--- src/rtl/rrs_pkg.sv ---
// Shared widths, opcode codes and status codes for the round-robin sleep scheduler.
// No dependencies; every other file of the block imports this package.
package rrs_pkg;

    localparam int MAX_TASKS_DEF = 16;
    localparam int OP_W          = 2;
    localparam int CTX_W         = 64;
    localparam int ID_W          = 32;
    localparam int SLEEP_W       = 32;

    typedef enum logic [OP_W-1:0] {
        OP_SPAWN = 2'd0,
        OP_TICK  = 2'd1,
        OP_YIELD = 2'd2
    } t_op;

    localparam logic ST_OK   = 1'b0;
    localparam logic ST_FULL = 1'b1;

endpackage

--- src/rtl/rrs_req_if.sv ---
// Request channel of the scheduler: opcode, context word and sleep count.
// Depends on rrs_pkg for the field widths.
interface rrs_req_if;
    import rrs_pkg::*;

    logic               valid;
    logic               ready;
    logic [OP_W-1:0]    opcode;
    logic [CTX_W-1:0]   context_word;
    logic [SLEEP_W-1:0] sleep_count;

    modport source (output valid, output opcode, output context_word, output sleep_count,
                    input ready);
    modport sink   (input valid, input opcode, input context_word, input sleep_count,
                    output ready);
endinterface

--- src/rtl/rrs_rsp_if.sv ---
// Result channel of the scheduler: selected context, task id and status.
// Depends on rrs_pkg for the field widths.
interface rrs_rsp_if;
    import rrs_pkg::*;

    logic             valid;
    logic             ready;
    logic [CTX_W-1:0] selected_context;
    logic [ID_W-1:0]  task_id;
    logic             status;

    modport source (output valid, output selected_context, output task_id, output status,
                    input ready);
    modport sink   (input valid, input selected_context, input task_id, input status,
                    output ready);
endinterface

--- src/rtl/rrs_sleep_alu.sv ---
// Saturating sleep-count decrementer shared by every step of the ring walk.
// Depends on rrs_pkg for the sleep count width.
module rrs_sleep_alu (
    input  logic [rrs_pkg::SLEEP_W-1:0] i_value,
    input  logic                        i_twice,
    output logic [rrs_pkg::SLEEP_W-1:0] o_value,
    output logic                        o_zero
);
    import rrs_pkg::*;

    logic [SLEEP_W-1:0] dec;

    // The running task is decremented twice per tick, never below zero.
    assign dec     = i_twice ? SLEEP_W'(2) : SLEEP_W'(1);
    assign o_value = (i_value <= dec) ? '0 : (i_value - dec);
    assign o_zero  = (o_value == '0);

endmodule

--- src/rtl/round_robin_sleep_scheduler_top.sv ---
// Round-robin task scheduler with sleep counts; one request at a time.
// Path to result valid: yield via S_YIELD; refused spawn or unknown opcode to S_DONE;
// spawn scans to the lowest free slot, S_LINK1, S_LINK2; tick walks the N ring tasks,
// one slot per cycle through the shared decrementer and the single table read port.
// A new request is taken in the cycle after the result is registered.
// Synchronous active-low reset: the ring holds only task 0 in slot 0; no clearing pass.
module round_robin_sleep_scheduler_top #(
    parameter int MAX_TASKS = rrs_pkg::MAX_TASKS_DEF
) (
    input  logic       i_clk,
    input  logic       i_rst_n,
    rrs_req_if.sink    i_req,
    rrs_rsp_if.source  o_rsp
);
    import rrs_pkg::*;

    localparam int SLOT_W = (MAX_TASKS > 1) ? $clog2(MAX_TASKS) : 1;
    localparam int CNT_W  = $clog2(MAX_TASKS + 1);

    typedef enum logic [10:0] {
        S_IDLE   = 11'b000_0000_0001,
        S_YIELD  = 11'b000_0000_0010,
        S_SCAN   = 11'b000_0000_0100,
        S_LINK1  = 11'b000_0000_1000,
        S_LINK2  = 11'b000_0001_0000,
        S_TSTART = 11'b000_0010_0000,
        S_TFIRST = 11'b000_0100_0000,
        S_WALK   = 11'b000_1000_0000,
        S_TREAD  = 11'b001_0000_0000,
        S_TDATA  = 11'b010_0000_0000,
        S_DONE   = 11'b100_0000_0000
    } t_state;

    logic [SLOT_W-1:0]  mem_succ  [MAX_TASKS];
    logic [CTX_W-1:0]   mem_ctx   [MAX_TASKS];
    logic [SLEEP_W-1:0] mem_sleep [MAX_TASKS];
    logic [ID_W-1:0]    mem_id    [MAX_TASKS];

    t_state             r_state, n_state;
    logic [SLOT_W-1:0]  r_cur, n_cur;
    logic [ID_W-1:0]    r_cur_id, n_cur_id;
    logic [ID_W-1:0]    r_id_ctr, n_id_ctr;
    logic [MAX_TASKS-1:0] r_in_use, n_in_use;
    logic [CNT_W-1:0]   r_count, n_count;
    logic               r_succ0_wr, n_succ0_wr;
    logic               r_sleep0_wr, n_sleep0_wr;
    logic [SLOT_W-1:0]  r_scan, n_scan;
    logic [SLOT_W-1:0]  r_slot, n_slot;
    logic [SLOT_W-1:0]  r_first, n_first;
    logic [SLOT_W-1:0]  r_it, n_it;
    logic [SLOT_W-1:0]  r_sel, n_sel;
    logic               r_found, n_found;
    logic [CTX_W-1:0]   r_ctx_in, n_ctx_in;
    logic [SLEEP_W-1:0] r_sleep_in, n_sleep_in;
    logic [CTX_W-1:0]   r_res_ctx, n_res_ctx;
    logic [ID_W-1:0]    r_res_id, n_res_id;
    logic               r_res_st, n_res_st;
    logic               r_out_valid, n_out_valid;
    logic [CTX_W-1:0]   r_out_ctx, n_out_ctx;
    logic [ID_W-1:0]    r_out_id, n_out_id;
    logic               r_out_st, n_out_st;

    logic [SLOT_W-1:0]  rd_addr, r_rd_addr;
    logic [SLOT_W-1:0]  r_rd_succ;
    logic [CTX_W-1:0]   r_rd_ctx;
    logic [SLEEP_W-1:0] r_rd_sleep;
    logic [ID_W-1:0]    r_rd_id;

    logic               succ_we, ctx_we, sleep_we, id_we;
    logic [SLOT_W-1:0]  succ_wa, ctx_wa, sleep_wa, id_wa;
    logic [SLOT_W-1:0]  succ_wd;
    logic [CTX_W-1:0]   ctx_wd;
    logic [SLEEP_W-1:0] sleep_wd;
    logic [ID_W-1:0]    id_wd;

    logic [SLOT_W-1:0]  succ_eff;
    logic [SLEEP_W-1:0] sleep_eff;
    logic [SLEEP_W-1:0] alu_value;
    logic               alu_zero;
    logic               req_acc;

    // Slot 0 is the only entry that can be read before it is written.
    assign succ_eff  = (r_rd_addr == '0 && !r_succ0_wr) ? '0 : r_rd_succ;
    assign sleep_eff = (r_rd_addr == '0 && !r_sleep0_wr) ? '0 : r_rd_sleep;

    rrs_sleep_alu u_alu (
        .i_value (sleep_eff),
        .i_twice (r_it == r_cur),
        .o_value (alu_value),
        .o_zero  (alu_zero)
    );

    assign i_req.ready            = (r_state == S_IDLE);
    assign req_acc                = i_req.valid && i_req.ready;
    assign o_rsp.valid            = r_out_valid;
    assign o_rsp.selected_context = r_out_ctx;
    assign o_rsp.task_id          = r_out_id;
    assign o_rsp.status           = r_out_st;

    always_ff @(posedge i_clk) begin
        if (succ_we) begin
            mem_succ[succ_wa] <= succ_wd;
        end
        if (ctx_we) begin
            mem_ctx[ctx_wa] <= ctx_wd;
        end
        if (sleep_we) begin
            mem_sleep[sleep_wa] <= sleep_wd;
        end
        if (id_we) begin
            mem_id[id_wa] <= id_wd;
        end
        r_rd_succ  <= mem_succ[rd_addr];
        r_rd_ctx   <= mem_ctx[rd_addr];
        r_rd_sleep <= mem_sleep[rd_addr];
        r_rd_id    <= mem_id[rd_addr];
        r_rd_addr  <= rd_addr;
    end

    always_comb begin
        n_state     = r_state;
        n_cur       = r_cur;
        n_cur_id    = r_cur_id;
        n_id_ctr    = r_id_ctr;
        n_in_use    = r_in_use;
        n_count     = r_count;
        n_succ0_wr  = r_succ0_wr;
        n_sleep0_wr = r_sleep0_wr;
        n_scan      = r_scan;
        n_slot      = r_slot;
        n_first     = r_first;
        n_it        = r_it;
        n_sel       = r_sel;
        n_found     = r_found;
        n_ctx_in    = r_ctx_in;
        n_sleep_in  = r_sleep_in;
        n_res_ctx   = r_res_ctx;
        n_res_id    = r_res_id;
        n_res_st    = r_res_st;
        n_out_valid = r_out_valid && !o_rsp.ready;
        n_out_ctx   = r_out_ctx;
        n_out_id    = r_out_id;
        n_out_st    = r_out_st;

        rd_addr  = r_cur;
        succ_we  = 1'b0;
        succ_wa  = r_cur;
        succ_wd  = r_slot;
        ctx_we   = 1'b0;
        ctx_wa   = r_cur;
        ctx_wd   = r_ctx_in;
        sleep_we = 1'b0;
        sleep_wa = r_cur;
        sleep_wd = r_sleep_in;
        id_we    = 1'b0;
        id_wa    = r_slot;
        id_wd    = r_id_ctr;

        case (r_state)
            S_IDLE: begin
                if (req_acc) begin
                    n_ctx_in   = i_req.context_word;
                    n_sleep_in = i_req.sleep_count;
                    n_res_ctx  = '0;
                    n_res_id   = '0;
                    n_res_st   = ST_OK;
                    case (i_req.opcode)
                        OP_SPAWN: begin
                            if (r_count == CNT_W'(MAX_TASKS)) begin
                                n_res_st = ST_FULL;
                                n_state  = S_DONE;
                            end else begin
                                n_scan  = '0;
                                n_state = S_SCAN;
                            end
                        end
                        OP_TICK:  n_state = S_TSTART;
                        OP_YIELD: n_state = S_YIELD;
                        default:  n_state = S_DONE;
                    endcase
                end
            end
            S_YIELD: begin
                sleep_we = 1'b1;
                if (r_cur == '0) begin
                    n_sleep0_wr = 1'b1;
                end
                n_res_id = r_cur_id;
                n_state  = S_DONE;
            end
            S_SCAN: begin
                if (!r_in_use[r_scan]) begin
                    n_slot  = r_scan;
                    n_state = S_LINK1;
                end else begin
                    n_scan = r_scan + 1'b1;
                end
            end
            S_LINK1: begin
                succ_we  = 1'b1;
                succ_wa  = r_slot;
                succ_wd  = succ_eff;
                ctx_we   = 1'b1;
                ctx_wa   = r_slot;
                sleep_we = 1'b1;
                sleep_wa = r_slot;
                sleep_wd = '0;
                id_we    = 1'b1;
                n_in_use[r_slot] = 1'b1;
                n_count  = r_count + 1'b1;
                n_res_id = r_id_ctr;
                n_id_ctr = r_id_ctr + 1'b1;
                n_state  = S_LINK2;
            end
            S_LINK2: begin
                succ_we = 1'b1;
                if (r_cur == '0) begin
                    n_succ0_wr = 1'b1;
                end
                n_state = S_DONE;
            end
            S_TSTART: begin
                ctx_we  = 1'b1;
                n_state = S_TFIRST;
            end
            S_TFIRST: begin
                n_first = succ_eff;
                n_it    = succ_eff;
                n_found = 1'b0;
                rd_addr = succ_eff;
                n_state = S_WALK;
            end
            S_WALK: begin
                // The walk ends at the current task, so the first slot that reaches
                // zero on the way is the next one to run.
                sleep_we = 1'b1;
                sleep_wa = r_it;
                sleep_wd = alu_value;
                if (r_it == '0) begin
                    n_sleep0_wr = 1'b1;
                end
                if (!r_found && (alu_zero || r_it == r_cur)) begin
                    n_found = 1'b1;
                    n_sel   = r_it;
                end
                rd_addr = succ_eff;
                if (succ_eff == r_first) begin
                    n_state = S_TREAD;
                end else begin
                    n_it = succ_eff;
                end
            end
            S_TREAD: begin
                rd_addr = r_sel;
                n_state = S_TDATA;
            end
            S_TDATA: begin
                n_res_ctx = r_rd_ctx;
                n_res_id  = (r_sel == '0) ? '0 : r_rd_id;
                n_cur_id  = (r_sel == '0) ? '0 : r_rd_id;
                n_cur     = r_sel;
                n_state   = S_DONE;
            end
            S_DONE: begin
                if (!r_out_valid || o_rsp.ready) begin
                    n_out_valid = 1'b1;
                    n_out_ctx   = r_res_ctx;
                    n_out_id    = r_res_id;
                    n_out_st    = r_res_st;
                    n_state     = S_IDLE;
                end
            end
            default: n_state = S_IDLE;
        endcase
    end

    always_ff @(posedge i_clk) begin
        if (!i_rst_n) begin
            r_state     <= S_IDLE;
            r_cur       <= '0;
            r_cur_id    <= '0;
            r_id_ctr    <= ID_W'(1);
            r_in_use    <= MAX_TASKS'(1);
            r_count     <= CNT_W'(1);
            r_succ0_wr  <= 1'b0;
            r_sleep0_wr <= 1'b0;
            r_out_valid <= 1'b0;
            r_found     <= 1'b0;
        end else begin
            r_state     <= n_state;
            r_cur       <= n_cur;
            r_cur_id    <= n_cur_id;
            r_id_ctr    <= n_id_ctr;
            r_in_use    <= n_in_use;
            r_count     <= n_count;
            r_succ0_wr  <= n_succ0_wr;
            r_sleep0_wr <= n_sleep0_wr;
            r_out_valid <= n_out_valid;
            r_found     <= n_found;
        end
    end

    always_ff @(posedge i_clk) begin
        r_scan     <= n_scan;
        r_slot     <= n_slot;
        r_first    <= n_first;
        r_it       <= n_it;
        r_sel      <= n_sel;
        r_ctx_in   <= n_ctx_in;
        r_sleep_in <= n_sleep_in;
        r_res_ctx  <= n_res_ctx;
        r_res_id   <= n_res_id;
        r_res_st   <= n_res_st;
        r_out_ctx  <= n_out_ctx;
        r_out_id   <= n_out_id;
        r_out_st   <= n_out_st;
    end

`ifndef NO_ASSERTIONS
    a_slot0_used: assert property (@(posedge i_clk) disable iff (!i_rst_n)
        r_in_use[0])
        else $error("Slot 0 dropped out of the task table.");

    a_cur_used: assert property (@(posedge i_clk) disable iff (!i_rst_n)
        r_in_use[r_cur])
        else $error("The running slot holds no task.");

    a_walk_no_grow: assert property (@(posedge i_clk) disable iff (!i_rst_n)
        (r_state == S_WALK) |-> (alu_value <= sleep_eff))
        else $error("A tick raised a sleep count.");

    a_tick_selects: assert property (@(posedge i_clk) disable iff (!i_rst_n)
        (r_state == S_TDATA) |-> r_found)
        else $error("A tick finished its ring walk without a selected task.");
`endif

endmodule
--- src/flat_wrapper.sv ---
// flat-port wrapper written by rule: the top's interface ports become plain ports
module round_robin_sleep_scheduler_top_flat import rrs_pkg::*;
#(
    parameter int MAX_TASKS = rrs_pkg::MAX_TASKS_DEF
)
  (i_clk, i_rst_n, i_req_valid, i_req_opcode, i_req_context_word, i_req_sleep_count, i_req_ready, o_rsp_valid, o_rsp_selected_context, o_rsp_task_id, o_rsp_status, o_rsp_ready);
  rrs_req_if i_req_i ();
  rrs_rsp_if o_rsp_i ();
  input  logic i_clk;
  input  logic i_rst_n;
  input wire logic [$bits(i_req_i.valid)-1:0] i_req_valid;
  input wire logic [$bits(i_req_i.opcode)-1:0] i_req_opcode;
  input wire logic [$bits(i_req_i.context_word)-1:0] i_req_context_word;
  input wire logic [$bits(i_req_i.sleep_count)-1:0] i_req_sleep_count;
  output wire logic [$bits(i_req_i.ready)-1:0] i_req_ready;
  output wire logic [$bits(o_rsp_i.valid)-1:0] o_rsp_valid;
  output wire logic [$bits(o_rsp_i.selected_context)-1:0] o_rsp_selected_context;
  output wire logic [$bits(o_rsp_i.task_id)-1:0] o_rsp_task_id;
  output wire logic [$bits(o_rsp_i.status)-1:0] o_rsp_status;
  input wire logic [$bits(o_rsp_i.ready)-1:0] o_rsp_ready;
  assign i_req_i.valid = i_req_valid;
  assign i_req_i.opcode = i_req_opcode;
  assign i_req_i.context_word = i_req_context_word;
  assign i_req_i.sleep_count = i_req_sleep_count;
  assign i_req_ready = i_req_i.ready;
  assign o_rsp_valid = o_rsp_i.valid;
  assign o_rsp_selected_context = o_rsp_i.selected_context;
  assign o_rsp_task_id = o_rsp_i.task_id;
  assign o_rsp_status = o_rsp_i.status;
  assign o_rsp_i.ready = o_rsp_ready;
  round_robin_sleep_scheduler_top #(.MAX_TASKS(MAX_TASKS)) u_core (.i_clk(i_clk), .i_rst_n(i_rst_n), .i_req(i_req_i), .o_rsp(o_rsp_i));
endmodule
--- config.mk ---
export PLATFORM = sky130hd
export DESIGN_NAME = round_robin_sleep_scheduler_top_flat
export DESIGN_NICKNAME = d
export VERILOG_FILES = /design/src/rtl/rrs_pkg.sv /design/src/rtl/rrs_req_if.sv /design/src/rtl/rrs_rsp_if.sv /design/src/rtl/rrs_sleep_alu.sv /design/src/rtl/round_robin_sleep_scheduler_top.sv /design/src/flat_wrapper.sv
export SDC_FILE = /design/constraint.sdc
export NUM_CORES = 2
export LEC_CHECK = 0
export BUFFER_PORTS_ARGS = -buffer_cell sky130_fd_sc_hd__buf_2
export CORE_MARGIN = 5
export CORE_UTILIZATION = 35
export DETAILED_ROUTE_END_ITERATION = 6
export PLACE_DENSITY_LB_ADDON = 0.3
export SLEW_MARGIN = 10
export SYNTH_ARGS = -nofsm -noshare
export SYNTH_HDL_FRONTEND = slang
export SYNTH_SLANG_ARGS = --single-unit
--- constraint.sdc ---
create_clock -name i_clk -period 11.95 [get_ports i_clk]
set_clock_uncertainty 0.1 [all_clocks]
set_input_delay 2.39 -clock i_clk [delete_from_list [all_inputs] [get_ports i_clk]]
set_output_delay 2.39 -clock i_clk [all_outputs]
set_load 0.02 [all_outputs]
==> impl_metrics.py <==
metrics = {
    "status": {
        "status": "complete, but fails checks",
        "violations": "DRC",
    },
    "clock_tree": {
        "postCtsSetupBuffers": 0,
        "numCtsBuffers": 287,
        "clk_latency_ns": 0.92,
        "ctsResizeCount": 0,
        "clk_root_buffer_cell": "clkbuf_16",
        "ctsHoldBuffers": 0,
        "cts_buffer_depth": 4,
        "clock_sinks": 2662,
        "h-tree-depth": 5,
        "cts_tree": "done",
        "path_clk_slew_ns": 0.06,
    },
    "layout": {
        "synthToLayoutAreaGrowth_pct": 14.9,
        "layout-drive-gt1-share": 0.108,
        "fin_area_mm2": 0.116,
        "nFillCells": 26400,
        "fin_nets": 7909,
    },
    "run": {
        "max_cap_viol_count": 0,
    },
    "timing": {
        "drv_slew": 0,
        "setup_tns_ns": 0,
        "fin_crit_sh": 0.508,
        "period_minus_slack_ns": 6.07,
        "relSlewSlack": 0.150,
        "grt_setup_unrepaired": "false",
        "hold_viol_final": 0,
        "fmax_mhz": 165,
        "setup_viol": 0,
        "hold_slack_ns": 0.312,
        "worstMarginPinSlew_ns": 1.27,
    },
    "logic_synthesis": {
        "syn-mean-instance-area_um2": 13.3,
        "async_flop_share": 0,
        "synth.distinct_cells": 73,
        "synth_seq_cells": 2662,
        "synth_ff_type": "edfxtp_1",
        "synth.area.top_cells": "edfxtp_1 (72%), nand2_1 (8.8%), dfxtp_1 (4.7%)",
        "synth_seq_area_share": 0.765,
        "synth.most_common_cell": "edfxtp_1",
        "syn_nets": 7749,
        "synth_warnings": 0,
        "synth_edf_count": 2422,
        "synth_commonest_cells": "edfxtp_1 (2422), nand2_1 (2370), nand3_1 (811)",
        "synth_area_leader_cell": "edfxtp_1",
        "synth_area_mm2": 0.101,
        "syn_inst": 7640,
        "synth.top_cell.area_share": 0.718,
    },
    "placement": {
        "placed_area_mm2": 0.107,
        "gp_congestion": 0.843,
        "io_buffers": 200,
        "dpl.hpwl_um": 141000,
    },
    "global_routing": {
        "grt_pass1_vias": 61400,
        "grt-ovfl-total": 0,
        "grt_pass1_wl_um": 412000,
        "antenna_found_initial": 13,
        "grt_use_total": 0.181,
        "grt_max_degree": 211,
    },
    "worst_hold_path": {
        "min_from": "u_core.r_res_id[3]$_DFFE_PP_",
        "min_to": "u_core.o_rsp.task_id[3]$_DFFE_PP_",
        "whs_path_depth": 0,
        "hold_path_class": "reg -> reg",
    },
    "routing": {
        "vias": 62900,
        "first_iter_violations": 6402,
        "first_pass_iters": 7,
        "wl_met2_um": 135000,
        "wl_met1_um": 121000,
        "drc_errors": 1,
        "wl_um": 281000,
        "ant_nets": 0,
        "routed.top_layer": "met4",
        "wire_per_inst_um": 23.8,
        "met3_length_um": 17400,
        "via_per_inst": 5.32,
    },
    "setup_path": {
        "slowest_delay_ns": 0.99,
        "cpLargestDelayFamily": "buffers and inverters",
        "critPathMaxFanout": 200,
        "r2r-end": "u_core.r_rd_sleep[24]$_DFF_P_",
        "rr_worst_depth": 11,
        "end_kind": "register",
        "worstSetupStartpointType": "register",
        "path_class": "reg -> reg",
        "worst-path-buf-inv": 3,
        "crit_required_ns": 12.64,
        "cpMaxStageDelayCell": "buf_4",
        "regToRegStartpoint": "u_core.r_state[2]$_SDFFE_PN0P_",
        "worstPathArrival_ns": 6.76,
        "cp_cell_sequence": "nor4_1 -> nand4_1 -> and3_1 -> a221oi_4 -> buf_12 -> buf_4 -> buf_4 -> nand2_1 -> a31oi_1 -> a32oi_1 -> nand2_1",
        "r2r_setup_slack_ns": 5.88,
    },
    "pwr": {
        "power_mw": 19.6,
        "power.density_mw_per_mm2": 169,
        "p_leak_nw": 39.1,
        "ir_drop_mv": 0.111,
    },
    "floorplanning": {
        "dieWidth_um": 548,
        "start_util": 0.352,
        "dieArea_mm2": 0.300,
        "ios": 201,
        "num_rows": 197,
        "die_h_um": 548,
        "core_area_mm2": 0.288,
    },
}
## worst register-to-register path: stages (launching register included)
cell,delay (ns)
dfxtp_1,0.34
nor4_1,0.61
nand4_1,0.42
and3_1,0.33
a221oi_4,0.78
buf_12,0.62
buf_4,1.28
buf_4,0.91
nand2_1,0.21
a31oi_1,0.19
a32oi_1,0.11
nand2_1,0.13
## area by class of cell
type | count | area, um2 | area share
clock buffers | 391 | 7960 | 0.0684
multi-input cells | 4439 | 22200 | 0.190
well taps | 3781 | 4730 | 0.0407
clock inverters | 138 | 1500 | 0.0129
diodes | 4 | 10.0 | 0.0000860
flip-flops and latches | 2662 | 77500 | 0.666
repair buffers | 355 | 2230 | 0.0192
inverters | 55 | 226 | 0.00195
## logic make-up after synthesis
logic type,share of synthesized area
AO/OA/AOI/OAI,0.0569
XOR/XNOR,0.00380
adder cells (fa/ha/maj),0.000939
buffers and inverters,0.0202
flip-flops,0.765
multiplexers,0.00132
AND/OR/NAND/NOR,0.151
## worst max-delay path by stage
stage | end | slack, ns | depth (start not counted) | from
after global routing | u_core.r_rd_sleep[24]$_DFF_P_ | 5.55 | 11 | u_core.r_state[3]$_SDFFE_PN0P_
final | u_core.r_rd_sleep[24]$_DFF_P_ | 5.88 | 11 | u_core.r_state[2]$_SDFFE_PN0P_
after CTS | u_core.r_rd_sleep[28]$_DFF_P_ | 6.02 | 11 | u_core.r_state[2]$_SDFFE_PN0P_
after global placement | u_core.r_rd_sleep[27]$_DFF_P_ | 6.20 | 11 | u_core.r_state[2]$_SDFFE_PN0P_
after floorplan | u_core.o_rsp.selected_context[0]$_DFFE_PP_ | 4.47 | 2 | o_rsp_ready
after detailed placement | u_core.r_rd_sleep[28]$_DFF_P_ | 6.04 | 11 | u_core.r_state[2]$_SDFFE_PN0P_
## power breakdown
group	internal (mW)	total (mW)	switching, mW
Clock	5.19	8.87	3.68
Combinational	0.0562	0.268	0.211
Sequential	10.3	10.5	0.146
## sequential cells by signal (all words and copies together) (netlist names), 64 cells and up
register	flops
u_core.mem_ctx	1024
u_core.mem_id	512
u_core.mem_sleep	512
u_core.ctx_wd	64
u_core.mem_succ	64
u_core.o_rsp.selected_context	64
u_core.r_rd_ctx	64
u_core.r_res_ctx	64
## layer usage
layer | GRT usage | vias to the layer above
li1 | - | 28400
met1 | 0.248 | 31700
met2 | 0.300 | 2301
met3 | 0.0242 | 437
met4 | 0.0550 | 0
met5 | 0 | -
## per-stage QoR
stage           util  cells  worst slack, ns
6_report       0.404  11800             5.88
5_1_grt        0.404  11800             5.55
4_1_cts        0.404  11800             6.02
3_5_place_dp   0.371  11300             6.04
3_3_place_gp   0.371  11300             6.20
2_1_floorplan      -   7640             4.47
## cell usage in the layout (no fill, tap or decap), types with 9 or more instances in the layout
cell type,netlist,final
and3_1,14,14
clkinv_2,0,50
nor2_4,0,44
dfxtp_1,240,240
clkinv_1,1,30
nor4_1,24,21
buf_2,2,199
nand2b_1,11,10
a31oi_1,277,277
nand3_1,811,811
buf_4,0,151
inv_6,0,11
a21oi_1,22,22
bufinv_16,0,22
nor2_1,119,74
o21ai_0,57,55
nand2_1,2370,2368
o21a_1,17,17
inv_1,53,52
and2_1,99,97
clkbuf_8,0,30
nand4_1,27,27
edfxtp_1,2422,2422
a32oi_1,265,265
clkbuf_16,0,291
or3_1,9,9
a21o_1,9,9
clkinv_8,0,9
xor2_1,14,14
nor3_1,31,28
nor2b_1,39,37
clkbuf_1,467,70
xnor2_1,30,30
a21boi_0,20,20
a222oi_1,27,27
a22oi_1,40,40
(Power assumes the default switching activity.)
